[src/rtl/gdad_pkg.sv]
`timescale 1ns / 1ps
`default_nettype none
// ----------------------------------------------------------------------------
// gdad_pkg: shared types and constants for the Gregorian date adder
// Sizes, calendar tables, the sequencer state type and the leap-year rule.
// ----------------------------------------------------------------------------
package gdad_pkg;

   // Internal widths of the day count and the year
   localparam int DAY_COUNT_BITS = 16;
   localparam int YEAR_BITS      = 14;

   // Fixed field widths on the stream ports
   localparam int DAY_W   = 5;
   localparam int MONTH_W = 4;
   localparam int YEAR_W  = 14;
   localparam int ADD_W   = 16;

   // Day of year plus day count, and the width of the shared subtractor
   localparam int DOY_BITS  = ((DAY_COUNT_BITS > 9) ? DAY_COUNT_BITS : 9) + 1;
   localparam int UNIT_BITS = (DOY_BITS > YEAR_BITS) ? DOY_BITS : YEAR_BITS;

   // Year reduction modulo 400: 400 << (YEAR_BITS-8) exceeds any year
   localparam int MOD_BASE  = 400;
   localparam int MOD_STEPS = YEAR_BITS - 8;
   localparam int STEP_W    = $clog2(MOD_STEPS);

   localparam logic [YEAR_BITS-1:0] YEAR_MAX = '1;

   localparam int MONTHS   = 12;
   localparam int MON_IDX_W = $clog2(MONTHS);
   localparam logic [MON_IDX_W-1:0] MON_FEB  = MON_IDX_W'(1);
   localparam logic [MON_IDX_W-1:0] MON_NOV  = MON_IDX_W'(10);
   localparam logic [MON_IDX_W-1:0] MON_DEC  = MON_IDX_W'(11);

   localparam logic [8:0] LEN_YEAR      = 9'd365;
   localparam logic [8:0] LEN_LEAP_YEAR = 9'd366;
   localparam logic [4:0] LEN_LEAP_FEB  = 5'd29;

   // Days in the year before the first of each month (common year)
   localparam logic [8:0] DAYS_BEFORE [MONTHS] = '{
      9'd0, 9'd31, 9'd59, 9'd90, 9'd120, 9'd151,
      9'd181, 9'd212, 9'd243, 9'd273, 9'd304, 9'd334
   };

   // Month lengths (common year)
   localparam logic [4:0] MONTH_LEN [MONTHS] = '{
      5'd31, 5'd28, 5'd31, 5'd30, 5'd31, 5'd30,
      5'd31, 5'd31, 5'd30, 5'd31, 5'd30, 5'd31
   };

   typedef enum logic [2:0] {
      ST_IDLE,
      ST_MOD,
      ST_BASE,
      ST_YEARS,
      ST_MONTHS,
      ST_DONE
   } gdad_state_type;

   // Compare flags from the shared subtractor
   typedef struct packed {
      logic ge;
      logic gt;
   } gdad_cmp_type;

   // Leap rule on the year modulo 400
   function automatic logic leap_of(input logic [8:0] r400);
      return (r400[1:0] == 2'b00) && (r400 != 9'd100) && (r400 != 9'd200)
             && (r400 != 9'd300);
   endfunction

endpackage
`default_nettype wire

[src/rtl/gdad_sub.sv]
`timescale 1ns / 1ps
`default_nettype none
// ----------------------------------------------------------------------------
// gdad_sub: shared compare and subtract unit
// Gives a - b and whether a >= b and a > b, for the modulo, year and month steps.
// ----------------------------------------------------------------------------
module gdad_sub
   import gdad_pkg::*;
(
   input  wire logic [UNIT_BITS-1:0] minuend,
   input  wire logic [UNIT_BITS-1:0] subtrahend,
   output logic      [UNIT_BITS-1:0] diff,
   output gdad_cmp_type              cmp
);

   logic borrow;

   // Subtract with borrow out
   assign {borrow, diff} = {1'b0, minuend} - {1'b0, subtrahend};

   // Derive the compare flags
   always_comb begin
      cmp.ge = ~borrow;
      cmp.gt = ~borrow && (diff != '0);
   end

endmodule
`default_nettype wire

[src/rtl/gregorian_date_add_days.sv]
`timescale 1ns / 1ps
`default_nettype none
// Sequence from accept to result: ST_MOD reduces the year modulo 400, ST_BASE forms the
//   day of year, ST_YEARS steps off whole years, ST_MONTHS steps months, ST_DONE loads the result.
// Throughput: one transaction at a time; one shared subtractor does every compare step.
// A finished result waits in the output register while the next request is taken.
// Reset (synchronous, active high) returns the sequencer to idle and drops rsp_tvalid.
// ----------------------------------------------------------------------------
// gregorian_date_add_days: advance a Gregorian date by a count of days
// Reduces the year modulo 400, forms the day of year, steps off whole years
// and then months with one shared subtractor; saturates on year overflow.
// ----------------------------------------------------------------------------
module gregorian_date_add_days
   import gdad_pkg::*;
(
   input  wire logic        clock,
   input  wire logic        reset,
   input  wire logic        req_tvalid,
   output logic             req_tready,
   // start_day[4:0], start_month[8:5], start_year[22:9], days_to_add[38:23], zero pad
   input  wire logic [39:0] req_tdata,
   output logic             rsp_tvalid,
   input  wire logic        rsp_tready,
   // result_day[4:0], result_month[8:5], result_year[22:9], zero pad
   output logic [23:0]      rsp_tdata,
   // year_overflow[0]
   output logic [0:0]       rsp_tuser
);

   gdad_state_type state_ff, state_in;

   logic [DAY_W-1:0]          day_ff, day_in;
   logic [MON_IDX_W-1:0]      mon_ff, mon_in;
   logic [DAY_COUNT_BITS-1:0] add_ff, add_in;
   logic [YEAR_BITS-1:0]      year_ff, year_in;
   logic [YEAR_BITS-1:0]      rem_ff, rem_in;
   logic [STEP_W-1:0]         step_ff, step_in;
   logic [DOY_BITS-1:0]       doy_ff, doy_in;
   logic                      over_ff, over_in;

   logic                      rsp_valid_ff, rsp_valid_in;
   logic [DAY_W-1:0]          rsp_day_ff;
   logic [MONTH_W-1:0]        rsp_month_ff;
   logic [YEAR_W-1:0]         rsp_year_ff;
   logic                      rsp_over_ff;

   logic [DAY_W-1:0]          f_day;
   logic [MONTH_W-1:0]        f_month;
   logic [YEAR_W-1:0]         f_year;
   logic [ADD_W-1:0]          f_add;

   logic [UNIT_BITS-1:0]      op_a, op_b, sub_diff;
   gdad_cmp_type              sub_cmp;
   logic                      leap;
   logic [4:0]                mlen;
   logic                      accept, load_out;

   assign f_day   = req_tdata[4:0];
   assign f_month = req_tdata[8:5];
   assign f_year  = req_tdata[22:9];
   assign f_add   = req_tdata[38:23];

   assign req_tready = (state_ff == ST_IDLE);
   assign accept     = req_tvalid && req_tready;
   assign load_out   = (state_ff == ST_DONE) && (!rsp_valid_ff || rsp_tready);

   // Leap flag and month length from the year modulo 400
   assign leap = leap_of(rem_ff[8:0]);
   assign mlen = ((mon_ff == MON_FEB) && leap) ? LEN_LEAP_FEB : MONTH_LEN[mon_ff];

   // Pick the operands of the shared unit by state
   always_comb begin
      case (state_ff)
         ST_MOD: begin
            op_a = UNIT_BITS'(rem_ff);
            op_b = UNIT_BITS'(MOD_BASE) << step_ff;
         end
         ST_YEARS: begin
            op_a = UNIT_BITS'(doy_ff);
            op_b = UNIT_BITS'(leap ? LEN_LEAP_YEAR : LEN_YEAR);
         end
         default: begin
            op_a = UNIT_BITS'(doy_ff);
            op_b = UNIT_BITS'(mlen);
         end
      endcase
   end

   gdad_sub u_sub (
      .minuend    (op_a),
      .subtrahend (op_b),
      .diff       (sub_diff),
      .cmp        (sub_cmp)
   );

   // Next state
   always_comb begin
      state_in = state_ff;
      unique case (state_ff)
         ST_IDLE:   if (accept) state_in = ST_MOD;
         ST_MOD:    if (step_ff == '0) state_in = ST_BASE;
         ST_BASE:   state_in = ST_YEARS;
         ST_YEARS: begin
            if (!sub_cmp.gt) state_in = ST_MONTHS;
            else if (year_ff == YEAR_MAX) state_in = ST_DONE;
         end
         ST_MONTHS: if ((mon_ff == MON_DEC) || !sub_cmp.gt) state_in = ST_DONE;
         ST_DONE:   if (load_out) state_in = ST_IDLE;
         default:   state_in = ST_IDLE;
      endcase
   end

   // Datapath updates per state
   always_comb begin
      day_in  = day_ff;
      mon_in  = mon_ff;
      add_in  = add_ff;
      year_in = year_ff;
      rem_in  = rem_ff;
      step_in = step_ff;
      doy_in  = doy_ff;
      over_in = over_ff;
      unique case (state_ff)
         ST_IDLE: begin
            if (accept) begin
               day_in  = (f_day == '0) ? DAY_W'(1) : f_day;
               mon_in  = ((f_month == '0) || (f_month > MONTH_W'(MONTHS))) ?
                         '0 : MON_IDX_W'(f_month - MONTH_W'(1));
               add_in  = DAY_COUNT_BITS'(f_add);
               year_in = YEAR_BITS'(f_year);
               rem_in  = YEAR_BITS'(f_year);
               step_in = STEP_W'(MOD_STEPS - 1);
               over_in = 1'b0;
            end
         end
         ST_MOD: begin
            if (sub_cmp.ge) rem_in = YEAR_BITS'(sub_diff);
            step_in = step_ff - STEP_W'(1);
         end
         ST_BASE: begin
            doy_in = DOY_BITS'(add_ff) + DOY_BITS'(DAYS_BEFORE[mon_ff])
                     + DOY_BITS'(day_ff)
                     + DOY_BITS'(((mon_ff > MON_FEB) || (mon_ff == MON_FEB + 1'b1))
                                 && (mon_ff > MON_FEB) && leap);
         end
         ST_YEARS: begin
            if (sub_cmp.gt) begin
               doy_in = DOY_BITS'(sub_diff);
               if (year_ff == YEAR_MAX) begin
                  over_in = 1'b1;
               end else begin
                  year_in = year_ff + YEAR_BITS'(1);
                  rem_in  = (rem_ff == YEAR_BITS'(MOD_BASE - 1)) ? '0 :
                            rem_ff + YEAR_BITS'(1);
               end
            end else begin
               mon_in = '0;
            end
         end
         ST_MONTHS: begin
            if ((mon_ff != MON_DEC) && sub_cmp.gt) begin
               doy_in = DOY_BITS'(sub_diff);
               mon_in = mon_ff + MON_IDX_W'(1);
            end
         end
         ST_DONE: ;
         default: ;
      endcase
   end

   // Output valid: set on load, drop when taken
   always_comb begin
      rsp_valid_in = rsp_valid_ff;
      if (load_out) rsp_valid_in = 1'b1;
      else if (rsp_tready) rsp_valid_in = 1'b0;
   end

   // Control registers
   always_ff @(posedge clock) begin
      if (reset) begin
         state_ff     <= ST_IDLE;
         rsp_valid_ff <= 1'b0;
      end else begin
         state_ff     <= state_in;
         rsp_valid_ff <= rsp_valid_in;
      end
   end

   // Working registers
   always_ff @(posedge clock) begin
      day_ff  <= day_in;
      mon_ff  <= mon_in;
      add_ff  <= add_in;
      year_ff <= year_in;
      rem_ff  <= rem_in;
      step_ff <= step_in;
      doy_ff  <= doy_in;
      over_ff <= over_in;
   end

   // Result register, saturated on overflow
   always_ff @(posedge clock) begin
      if (load_out) begin
         if (over_ff) begin
            rsp_day_ff   <= DAY_W'(31);
            rsp_month_ff <= MONTH_W'(MONTHS);
            rsp_year_ff  <= YEAR_W'(YEAR_MAX);
         end else begin
            rsp_day_ff   <= DAY_W'(doy_ff);
            rsp_month_ff <= MONTH_W'(mon_ff) + MONTH_W'(1);
            rsp_year_ff  <= YEAR_W'(year_ff);
         end
         rsp_over_ff <= over_ff;
      end
   end

   assign rsp_tvalid = rsp_valid_ff;
   assign rsp_tdata  = {1'b0, rsp_year_ff, rsp_month_ff, rsp_day_ff};
   assign rsp_tuser  = rsp_over_ff;

   // Result month is always a calendar month
   a_month_range: assert property (@(posedge clock) disable iff (reset)
      rsp_tvalid |-> (rsp_tdata[8:5] >= 4'd1) && (rsp_tdata[8:5] <= 4'd12))
      else $error("result month out of range");

   // Result day is never zero
   a_day_nonzero: assert property (@(posedge clock) disable iff (reset)
      rsp_tvalid |-> (rsp_tdata[4:0] != 5'd0))
      else $error("result day is zero");

   // Overflow always carries the saturated year
   a_sat_year: assert property (@(posedge clock) disable iff (reset)
      (rsp_tvalid && rsp_tuser[0]) |-> (rsp_tdata[22:9] == YEAR_W'(YEAR_MAX)))
      else $error("overflow without saturated year");

   // Year residue stays below 400 while stepping years
   a_rem_range: assert property (@(posedge clock) disable iff (reset)
      (state_ff == ST_YEARS) |-> (rem_ff < YEAR_BITS'(MOD_BASE)))
      else $error("year residue out of range");

   // Request side is closed while a transaction is in flight
   a_busy: assert property (@(posedge clock) disable iff (reset)
      accept |=> !req_tready)
      else $error("request accepted while busy");

endmodule
`default_nettype wire
[config.mk]
export PLATFORM = sky130hd
export DESIGN_NAME = gregorian_date_add_days
export DESIGN_NICKNAME = d
export VERILOG_FILES = /design/src/rtl/gdad_pkg.sv /design/src/rtl/gdad_sub.sv /design/src/rtl/gregorian_date_add_days.sv
export SDC_FILE = /design/constraint.sdc
export NUM_CORES = 1
export LEC_CHECK = 0
export CORE_ASPECT_RATIO = 0.6
export CORE_UTILIZATION = 50
export CTS_BUF_LIST = sky130_fd_sc_hd__clkbuf_8
export CTS_CLUSTER_DIAMETER = 150
export DETAILED_ROUTE_END_ITERATION = 10
export DONT_BUFFER_PORTS = 1
export HOLD_SLACK_MARGIN = 0.02
export PLACE_DENSITY = 0.69
export SLEW_MARGIN = 10
export SYNTH_ARGS = -nofsm -noshare
export SYNTH_HDL_FRONTEND = slang
export SYNTH_SLANG_ARGS = --single-unit
[constraint.sdc]
create_clock -name clock -period 7.7 [get_ports clock]
set_input_delay 2.31 -clock clock [delete_from_list [all_inputs] [get_ports clock]]
set_output_delay 2.31 -clock clock [all_outputs]
set_load 0.02 [all_outputs]
==> results of run 1 <==
worst min-delay path by stage:
stage	start	endpoint	slack, ns	cells past startpoint
4_1_cts	doy_ff[1]$_DFFE_PP_	rsp_day_ff[1]$_SDFFCE_PP1P_	0.58	1
6_report	year_ff[3]$_DFFE_PP_	rsp_year_ff[3]$_SDFFCE_PP1P_	0.58	1
3_5_place_dp	year_ff[3]$_DFFE_PP_	rsp_year_ff[3]$_SDFFCE_PP1P_	0.55	1
5_1_grt	doy_ff[1]$_DFFE_PP_	rsp_day_ff[1]$_SDFFCE_PP1P_	0.61	1
3_3_place_gp	year_ff[3]$_DFFE_PP_	rsp_year_ff[3]$_SDFFCE_PP1P_	0.54	1
2_1_floorplan	over_ff$_DFFE_PP_	rsp_tuser$_DFFE_PP_	0.49	0
sequential cells by signal, summed over array words and instances (netlist names):
register / count
doy_ff: 17
add_ff: 16
rem_ff: 14
rsp_year_ff: 14
year_ff: 14
day_ff: 5
rsp_day_ff: 5
mon_ff: 4
rsp_month_ff: 4
state_ff: 3
step_ff: 3
over_ff: 1
rsp_tuser: 1
rsp_tvalid: 1
area by class of cell:
cell class                      count  area [um2]  area share (%)
Clock buffer                        9       123.9           1.675
Clock inverter                      7       100.1           1.353
Inverter                           47       176.4           2.385
Multi-Input combinational cell    560        3689           49.86
Sequential cell                   102        3023           40.87
Tap cell                          192       240.2           3.248
Timing Repair Buffer                6       45.04          0.6089
per-stage QoR:
step	hold WS (ns)	worst slack (ns)	total power [mW]	instances	util, %
2_1_floorplan	0.4879	2.979	1.065	749	-
3_3_place_gp	0.5395	2.204	1.184	907	52.33
3_5_place_dp	0.5530	2.122	1.195	907	52.33
4_1_cts	0.5811	2.087	1.564	923	53.96
5_1_grt	0.6098	1.534	1.649	923	53.96
6_report	0.5827	1.823	1.574	923	53.96
power breakdown:
group | leakage [nW] | switching [mW] | internal [mW] | total (mW)
logic | 1.82 | 0.303 | 0.192 | 0.495
registers | 0.946 | 0.0434 | 0.659 | 0.703
clock network | 0.112 | 0.215 | 0.161 | 0.376
per-layer routing:
| layer | global-route usage, % | wire length, um | up-vias |
|---|---|---|---|
| met5 | 0 | 0 | - |
| met4 | 6.127 | 248 | 0 |
| met3 | 7.011 | 1699 | 28 |
| met2 | 34.08 | 6902 | 245 |
| met1 | 39.86 | 9136 | 2608 |
| li1 | - | - | 2623 |
cells in the final DEF, fill, tap and decap left out, types with 5 or more instances in the layout:
master and instances:
nor3_1 11, nand3_1 26, nor2b_1 8, inv_1 45, o21ai_0 55, or2_2 23, a21oi_1 30, and3_1 14
xnor2_1 19, fa_1 7, nand2b_1 9, nor2_1 42, edfxtp_1 98, a21o_1 11, a31oi_1 6, ha_1 41
xor2_1 30, mux2i_1 8, o221ai_1 7, nand4_1 5, buf_4 6, nand2_1 122, clkbuf_8 9, o211ai_1 6
o22ai_1 6, and2_1 5
cells by family after synthesis:
| group | synth area share [%] |
|---|---|
| xor+xnor | 6.084 |
| mux | 1.454 |
| flops | 42.85 |
| fa+ha+maj | 9.259 |
| simple gates | 19.60 |
| compound gates | 15.84 |
| buf+inv | 4.860 |
| other cells | 0.05316 |
==> results.cfg, run 1 <==
[outcome]
status = completed

[power]
p_per_area_mw_per_mm2 = 212.8
p_leak_nw = 2.879
worst_ir_drop_vdd_mv = 0.08497

[global_routing]
grt_max_degree = 33
grt_pass1_vias = 5074
grt-ovfl-total = 0
grt_pass1_wl_um = 28100
antenna_found_initial = 0
grt_usage_pct = 25.61

[worst_setup_path]
cp-startpoint = state_ff[1]$_SDFFE_PP0P_
slowest_delay_ns = 0.81
critPathLaunchType = flop
cp-endpoint = year_ff[8]$_DFFE_PP_
critPathMaxFanout = 32
r2r-start = state_ff[1]$_SDFFE_PP0P_
cp.required_ns = 7.72
ff2ff_setup_slack_ns = 1.82
cp_common_cell = nand2_1
critPathTopFamily = simple AND/OR/NAND/NOR gates
r2r_end = year_ff[8]$_DFFE_PP_
worstPathArrival_ns = 5.89
worstPathCellList = or3b_1 > buf_4 > inv_2 > nand2_1 > nand2_1 > ha_1 > o2111ai_1 > a311o_1 > a221oi_1 > nor3_1 > nand4_1 > nor4_2 > nor2_1 > nand3_1 > nand2_1
worstSetupPathDepth = 15
end_kind = flop
path_class = reg2reg
reg2regPathDepth = 15
crit_buf_inv = 2
cp_slowest_cell = a221oi_1

[clock_network]
post_cts_buffers = 0
clkTransAtPathRegs_ns = 0.12
clock_path_buffers = 2
cts_max_level = 3
root_buffer = clkbuf_8
hold_buffers = 0
cts_resized = 0
clk_latency_ns = 0.40
cts_tree = done
numCtsBuffers = 9
clock-sinks = 102

[timing]
max_slew.worst_pin.slew_ns = 1.084
finalSetupTns_ns = 0
finalMaxSlewViolations = 0
skew_ns = 0.02512
maxSlewHeadroom_pct = 27.72
finalSetupViolCount = 0
rsz0062_at_grt = false
fin_crit_sh_pct = 76.32
hold_viol_final = 0
max_freq_ghz = 0.1702
fin_crit_ns = 5.877

[die]
die-width_um = 155.3
initial_core_util_pct = 51.46
core_area_mm2 = 0.01371
die_y_um = 94.01
rows = 33
die_area_mm2 = 0.01460
io_pins = 71

[synthesis]
synthDistinctLibCells = 76
ys_ff_latch = 102
syn_area_mm2 = 0.007054
synth_edf_count = 98
syn_inst = 749
synth_top_area_cell = edfxtp_1
synthFlopType = edfxtp_1
async_flop_share_pct = 0
synth_top_area_share_pct = 41.72
yosysMostFrequentCell = nand2_1
avgSynthCellArea_um2 = 9.418
synthTopCellsByArea = edfxtp_1 42%, ha_1 7.3%, nand2_1 6.5%
synth_common_cells = 122 x nand2_1, 98 x edfxtp_1, 55 x o21ai_0
ys_warn_count = 0
ys_seq_area_share_pct = 42.85
syn-num-nets = 841

[layout]
fin_nets = 818
n_antenna_cell = 0
layout-drive-gt1-share_pct = 8.208
fin_area_mm2 = 0.007397
nFillCells = 1228
area_delta_synth_final_pct = 4.860

[detailed_routing]
route.detailed.drc = 0
wl_um = 17990
first_iter_violations = 471
route.detailed.wl_per_inst_um = 19.49
via_per_inst = 5.963
first_pass_iters = 5
dr_total_vias = 5504
drtAntennaViolNets = 0

[placement]
place_area_mm2 = 0.007173
place.gp.congestion = 0.9200
dpl.hpwl_um = 13970
portBuffers = 0

[worst_hold_path]
min_path_type = reg2reg

[flow_run]
max_cap_violations = 0
No activity file was read; power rests on OpenSTA's default activity.
==> run 2: changes to the inputs <==
Settings changed: PLACE_DENSITY 0.69 to 0.72.
Clock period 7.7 ns to 5.1 ns, I/O delays scaled along.
==> results.cfg, run 2 (synthesis results as in run 1) <==
[clock_network]
cts_tree = done
clkTransAtPathRegs_ns = 0.10
root_buffer = clkbuf_8
clk_latency_ns = 0.39
cts_max_level = 3
clock_path_buffers = 2
clock-sinks = 102
numCtsBuffers = 9

[layout]
largest_registers = doy_ff: 17 flops, add_ff: 16 flops
area_delta_synth_final_pct = 7.130
largest_reg_flops = 17
top_register = doy_ff
fin_nets = 836
layout_commonest_cell = nand2_1
n_antenna_cell = 0
layout-drive-gt1-share_pct = 10.83
final_cell_mix = 122 x nand2_1, 98 x edfxtp_1, 54 x o21ai_0, 45 x inv_1
fin_area_mm2 = 0.007557

[detailed_routing]
wl_um = 17890
via_per_inst = 6.030
first_pass_iters = 5
drtAntennaViolNets = 0
first_iter_violations = 674
dr_total_vias = 5668
route.detailed.drc = 0
route.detailed.wl_per_inst_um = 19.04

[worst_setup_path]
ff2ff_setup_slack_ns = 0.35
cp.required_ns = 5.25
worstPathArrival_ns = 4.90
end_kind = flop
critPathLaunchType = flop
path_class = reg2reg
critPathMaxFanout = 14
r2r-start = state_ff[0]$_SDFFE_PP0P_
reg2regPathDepth = 18
r2r_end = rem_ff[6]$_DFFE_PP_

[timing]
max_freq_ghz = 0.2106
finalSetupViolCount = 0
fin_crit_ns = 4.749
maxSlewHeadroom_pct = 26.44
finalMaxSlewViolations = 0
fin_ws_ns = 0.3506
max_slew.worst_pin.slew_ns = 1.103
hold_viol_final = 0
fin_crit_sh_pct = 93.12
skew_ns = 0.009691

[die]
io_pins = 71
initial_core_util_pct = 51.46
core_area_mm2 = 0.01371
rows = 33
die-width_um = 155.3
die_y_um = 94.01
die_area_mm2 = 0.01460

[global_routing]
grt_pass1_wl_um = 27900
grt_pass1_vias = 5076
grt_max_degree = 28
grt_usage_pct = 25.54
antenna_found_initial = 0
grt-ovfl-total = 0

[worst_hold_path]
min_path_type = reg2reg
hp-start = doy_ff[1]$_DFFE_PP_
hold_depth = 1
worstHoldEndpoint = rsp_day_ff[1]$_SDFFCE_PP1P_

[placement]
place_area_mm2 = 0.007318
place_ws_ns = 0.1867
portBuffers = 0
place.gp.congestion = 0.9347
dpl.hpwl_um = 14000

[flow_run]
max_cap_violations = 0

[power]
p_leak_nw = 2.980
p_per_area_mw_per_mm2 = 317.5
worst_ir_drop_vdd_mv = 0.1931
fin_total_pwr_mw = 2.399

[outcome]
status = completed
[run 2: metrics by stage]
stage          instances  utilization, %  hold WS [ns]  setup TNS (ns)
2_1_floorplan        749               -        0.4879               0
3_3_place_gp         923           53.39        0.5417               0
3_5_place_dp         923           53.39        0.5433               0
4_1_cts              938           54.79        0.5676               0
5_1_grt              940           55.13        0.5736         -0.1589
6_report             940           55.13        0.5724               0
[run 2: what timing repair did]
| action | in CTS | in global routing |
|---|---|---|
| buffers inserted | 0 | 2 |
| gates resized for setup | 0 | 8 |
| hold buffers | 0 | 0 |
| setup endpoints to repair | 0 | 50 |
[run 2: per-layer routing]
layer | global-route usage (%) | routed length [um] | up-vias
li1 | - | - | 2663
met1 | 39.11 | 8647 | 2704
met2 | 35.91 | 7280 | 275
met3 | 6.042 | 1741 | 26
met4 | 5.637 | 225 | 0
met5 | 0 | 0 | -
[run 2: power by group]
group / switching [mW] / leakage (nW) / internal, mW
combinational: 0.501 / 1.93 / 0.324
clock: 0.293 / 0.102 / 0.230
sequential: 0.0564 / 0.946 / 0.995
total: 0.851 / 2.98 / 1.55
[run 2: how the worst max path moves through the flow]
stage,startpoint,to,depth (start not counted)
floorplan,state_ff[1]$_SDFFE_PP0P_,rem_ff[0]$_DFFE_PP_,18
global placement,rem_ff[3]$_DFFE_PP_,doy_ff[1]$_DFFE_PP_,16
detailed placement,rem_ff[2]$_DFFE_PP_,doy_ff[0]$_DFFE_PP_,16
CTS,rem_ff[2]$_DFFE_PP_,doy_ff[14]$_DFFE_PP_,16
global route,rem_ff[3]$_DFFE_PP_,rem_ff[8]$_DFFE_PP_,18
finish,state_ff[0]$_SDFFE_PP0P_,rem_ff[6]$_DFFE_PP_,18
[run 2: final cells by class]
type	instances	area, um2
clock inverter	6	68.82
timing repair buffer	24	205.2
sequential	102	3023
inverter	47	176.4
multi-input combinational	560	3720
fill	1240	6151
tap	192	240.2
clock buffer	9	123.9
[run 2: critical path, stage by stage, from the launching register on]
cell       delay, ns
dfxtp_1         0.49
inv_1           0.17
nor2_1          0.35
nand2_1         0.21
clkinv_1        0.09
a21o_1          0.18
inv_1           0.07
ha_1            0.27
nor2b_1         0.31
o2111ai_1       0.25
a31oi_1         0.39
a31o_2          0.24
o21ai_0         0.18
a21o_1          0.30
nor4_4          0.38
nor2_2          0.12
a41oi_1         0.24
nor2_1          0.10
buf_12          0.16
